--- src/rtl/gmpst_pkg.sv ---
package gmpst_pkg;

    // Fixed field widths of the stream and register interfaces
    localparam int DIM_W      = 6;      // row / column numbers and size registers
    localparam int TOTAL_W    = 14;     // cell totals and best total
    localparam int APB_DATA_W = 32;
    localparam int APB_ADDR_W = 3;
    localparam int M_TDATA_W  = 32;

    localparam logic [TOTAL_W-1:0] TOTAL_MAX = {TOTAL_W{1'b1}};

    // Defaults for the top level parameters
    localparam int DEF_MAX_ROWS    = 32;
    localparam int DEF_MAX_COLUMNS = 32;
    localparam int DEF_VALUE_BITS  = 8;

    // Register index, taken from the word address
    typedef enum logic {
        REG_ROW_COUNT    = 1'b0,
        REG_COLUMN_COUNT = 1'b1
    } cfg_reg_t;

    // Result kind on m_tuser
    typedef enum logic {
        KIND_TOTAL = 1'b0,
        KIND_PATH  = 1'b1
    } result_kind_t;

    // One traced cell, 1-based
    typedef struct packed {
        logic [DIM_W-1:0] row;
        logic [DIM_W-1:0] col;
    } path_entry_t;

endpackage

--- src/rtl/gmpst_stack_ram.sv ---
module gmpst_stack_ram
    import gmpst_pkg::*;
#(
    parameter int DEPTH  = DEF_MAX_ROWS + DEF_MAX_COLUMNS - 1,
    parameter int ADDR_W = (DEPTH > 1) ? $clog2(DEPTH) : 1
) (
    input  logic              aclk,
    input  logic              wr_en,
    input  logic [ADDR_W-1:0] wr_addr,
    input  path_entry_t       wr_data,
    input  logic              rd_en,
    input  logic [ADDR_W-1:0] rd_addr,
    output path_entry_t       rd_data
);

    path_entry_t mem [DEPTH];
    path_entry_t rd_data_reg;

    always_ff @(posedge aclk) begin
        if (wr_en) begin
            mem[wr_addr] <= wr_data;
        end
    end

    // read data holds until the next read
    always_ff @(posedge aclk) begin
        if (rd_en) begin
            rd_data_reg <= mem[rd_addr];
        end
    end

    assign rd_data = rd_data_reg;

endmodule

--- config.mk ---
export PLATFORM = sky130hd
export DESIGN_NAME = gmpst_stack_ram
export DESIGN_NICKNAME = d
export VERILOG_FILES = /design/src/rtl/gmpst_pkg.sv /design/src/rtl/gmpst_stack_ram.sv
export SDC_FILE = /design/constraint.sdc
export NUM_CORES = 1
export LEC_CHECK = 0
export BUFFER_PORTS_ARGS = -buffer_cell sky130_fd_sc_hd__buf_2
export CAP_MARGIN = 15
export CORE_MARGIN = 3
export CORE_UTILIZATION = 33
export CTS_BUF_LIST = sky130_fd_sc_hd__clkbuf_16
export DETAILED_ROUTE_END_ITERATION = 16
export HOLD_SLACK_MARGIN = 0.03
export PLACE_DENSITY = 0.53
export SLEW_MARGIN = 20
export SYNTH_ARGS = -nofsm -noshare
export SYNTH_HDL_FRONTEND = slang
export SYNTH_SLANG_ARGS = --single-unit
--- constraint.sdc ---
create_clock -name aclk -period 2.45 [get_ports aclk]
set_input_delay 0.49 -clock aclk [delete_from_list [all_inputs] [get_ports aclk]]
set_output_delay 0.49 -clock aclk [all_outputs]
set_load 0.05 [all_outputs]
* Word level (Yosys, flattened, before mapping)
Memory sizes are Yosys's and may differ from the RTL's. A register that Yosys moved wholly into a read port is not among the register bits.
Index checks and enable logic that the tools add are counted.
** Storage, ports and cells
- Input port bits :: 27
- Register bits after elaboration :: 0
- Word-level logic and storage cells :: 3
- Memory bits (writable) :: 756
- Output and inout bits :: 12
- Memories :: 1
** Cells by class
- Muxes and demuxes :: 2
** Memories
- mem :: depth 63, width 12, rd ports 1, clocked after memory_dff 1, wr ports 1, RTL line gmpst_stack_ram.sv:16 : path_entry_t mem [DEPTH];
** Operator list (number)
- two-way mux 1 bit :: 2

* Logic depth before layout (Yosys ltp)
- Depth in word-level cells :: 2
- Depth in mapped cells :: 11
- Gate-level depth less buffers :: 5

* Least setup slack after synthesis
No wires, ideal clock.
- Kind :: in2reg
- Start point :: input port rd_addr[0]
- End point :: register, netlist name rd_data[7]
- Setup slack :: 0.100 ns
- Path buffers :: 2
- Stages :: 7
- Data required time :: 2.184 ns
- Data arrival time :: 2.084 ns
- Cell sequence :: buf_6 buf_6 mux2_2 mux4_2 and3_1 o41ai_2 o21ai_1
** RTL lines
- start, declared :: RTL line gmpst_stack_ram.sv:12 : input logic [ADDR_W-1:0] rd_addr,

==> results.md <==
- # IOs: 39
- Max Freq: approximately 440 MHz
- Number of fill cells: 7895
- Setup_tns: 0 ns
- Slew @ Worst Pin: between 0.9 and 1 ns
- Dpl ws: -0.517 ns
- First-pass GRT wire length: 107 mm
- Met1 GRT Util: 0.218
- Yosys top cell by area: edfxtp_1
- Multi-input gate area: 6390 sq um
- Top FF cell, synth: edfxtp_1
- Area of the core: about 89000 sq um
- Peak VDD IR: 0.000420 V
- Max Cap Violations: 0
- Remaining antenna violation count: 0
- TritonCTS clock tree: built
- Post-route clock period utilization: 0.927
- Max FFs per register: 756
- CP Launch Type: flop
- CP delay by family, top: multiplexers
- CP peak stage delay: 0.55 ns
- Vias: 14700
- Grt met3 use: 0.0301
- Critical path buffer and inverter count: 2
- Avg WL per Cell: 25.5 um
- Post-CTS setup buffer count: 0
- Slew Viols, Final: 0
- RSZ-0062 raised after global routing: false
- EDFF count, synth: between 700 and 800
- FP Rows: 109
- Hold crit path type: input pin to flop
- Share of cells above drive strength 1: 0.292
- Worst-path fanout max: 1
- Clk Latency, worst-skew pair: 0.62 ns
- Most common cell in the netlist: edfxtp_1
- WS Path Type: flop to flop
- Fin. Hold Viols: 0
- Initial core utilization: 0.336
- Clock Pin Slew Worst Setup and Hold Paths: 0.06 ns
- CTS buffer count: 78
- Sequential area share after synthesis: 0.768
- Minimum clock period: 2.27 ns
- Ys async rst share: 0
- Post-synthesis cell type count: 53
- Die ar.: 94600 sq um
- Cell Chain, Critical Path: mux4_1, mux4_2, clkinv_1, a2111oi_0, buf_4, a211o_1
- Slew margin rel.: 0.352
- Clock Tree Buf Depth: 3
- Largest net degree at the start of global routing: 64
- CP arrival: 2.64 ns
- Via/cell ratio: 5.14
- Status: completed
- DR iter-0 viols: between 1000 and 1500
- Area growth, synth to finish: 18.5%
- Routed wire length: 73.1 mm
- Vias in the first global route: 15300
- Dpl hpwl: 46.7 mm
- CP Capture Type: flop
- PwrDens: 783 nW/um^2
- Total power: 27.9 mW
- Synthesized area: 30000 sq um
- Met2 Use GR: 0.249
- Static leakage: 11.8 nW
- Grt peak-use layer: met2
- H-tree depth: 3
- Setup ws final: roughly 0.18 ns
- Clk_skew: 0.0162 ns
- Drt first pass iters: 5
- Initial antenna violation count: 11
- Final setup vio count: 0
- Ranking of synthesized cells by area: edfxtp_1, mux4_2, mux4_1
- Seq cells post-synth: 768
- Drc violations: 0
- Critical path's slowest cell: mux4_1
- Root Driver: clkbuf_16
- Hold Buf Count CTS: 0
- Fin nets: around 1700
- Chip height: 308 um
- Syn nets: about 1400
- PortBufs: 38
- All-Layer GR Usage: 0.155
- Warnings, synthesis: 0
- Syn Inst Count: 1384
- Die X: about 300 um
- Top-area cell type share of the netlist area: 0.768
- Avg Cell Area, Syn: 21.7 sq um
- FF/Latch Area: 23100 sq um
- Worst Path Required: 2.82 ns
- Global route total overflow: 0
- Clk sinks: 768
- Final GP Congestion: 0.763
- Post-synth top cells: edfxtp_1, mux4_2, nor2_1
[cell type report]
class	instances	area share
sequential	768	0.648
multi-input combinational	532	0.179
timing repair buffer	250	0.0608
clock buffer	81	0.0570
tap	1165	0.0410
clock inverter	56	0.0128
antenna	8	0.000563
inverter	4	0.000422
[path summary, 6_finish.rpt]
kind                                  from         end  slack [ns]  depth (start not counted)
worst max register to register  mem[13][8]  rd_data[8]        0.18                          6
worst max-delay path            mem[13][8]  rd_data[8]        0.18                          6
worst min register to register  mem[62][6]  rd_data[6]        0.91                          6
worst min-delay path            wr_data[1]  mem[14][1]        0.25                          1
[placed cells by master, fill, tap and decap left out, types with 7 or more instances in the layout]
master     Yosys  final
mux4_2       127    127
clkinv_1       2     18
buf_2         24     35
a22oi_1       21     21
nor3_1        14     12
buf_12         5     29
o21ai_0       10     10
nand2b_1       9      9
mux2i_1       56     56
buf_4          7    184
nor2_1        73     73
nor2b_1       16     16
a22o_1         8      8
mux4_1        43     43
a21oi_1        7      7
nand2_1       30     30
clkbuf_16      0     81
mux2_2         9      9
clkinv_2       0      7
edfxtp_1     768    768
inv_1          2     22
nand3_1       16     16
bufinv_16      0      8
o22ai_1       17     17
diode_2        0      8
[through the flow]
step	hold slack (ns)	cells	util	instance area, sq um
floorplan	0.589	1384	-	30000
finish	0.251	2864	0.398	35600
global placement	0.851	2719	0.370	33100
global route	0.229	2856	0.398	35600
detailed placement	0.877	2719	0.370	33100
CTS	0.217	2856	0.398	35600
[repair_timing]
| item | CTS | global route |
|---|---|---|
| endpoints found under the hold margin | 0 | 0 |
| setup endpoints to repair | 0 | 1 |
| resized for setup | 0 | 1 |
[power breakdown]
part / switching, mW / total [mW] / internal (mW) / leakage [nW]
Clock: 4.85 / 11.6 / 6.80 / 1.29
Combinational: 0.956 / 1.61 / 0.657 / 3.54
Sequential: 0.0340 / 14.6 / 14.6 / 6.92
[layer usage]
metal	wire length [um]	part of all wire
met1	32000	0.44
met2	34900	0.48
met3	4610	0.063
met4	1580	0.022
met5	0	0
[worst reg2reg max path, stage by stage, from the launching register on]
cell and delay (ns):
edfxtp_1 0.36, mux4_1 0.55, mux4_2 0.48, clkinv_1 0.14
a2111oi_0 0.13, buf_4 0.16, a211o_1 0.21
[cell families (layout without fill, tap and decap cells)]
kind of cell | after synthesis | after routing | share of synthesized area
muxes | 237 | 237 | 0.156
DFF | 768 | 768 | 0.768
other | 0 | 8 | 0
AOI/OAI and AO/OA | 112 | 112 | 0.0277
buffers and inverters | 84 | 391 | 0.0195
and+or+nand+nor | 183 | 183 | 0.0290
Note: power is estimated with default switching activity, not from simulation.
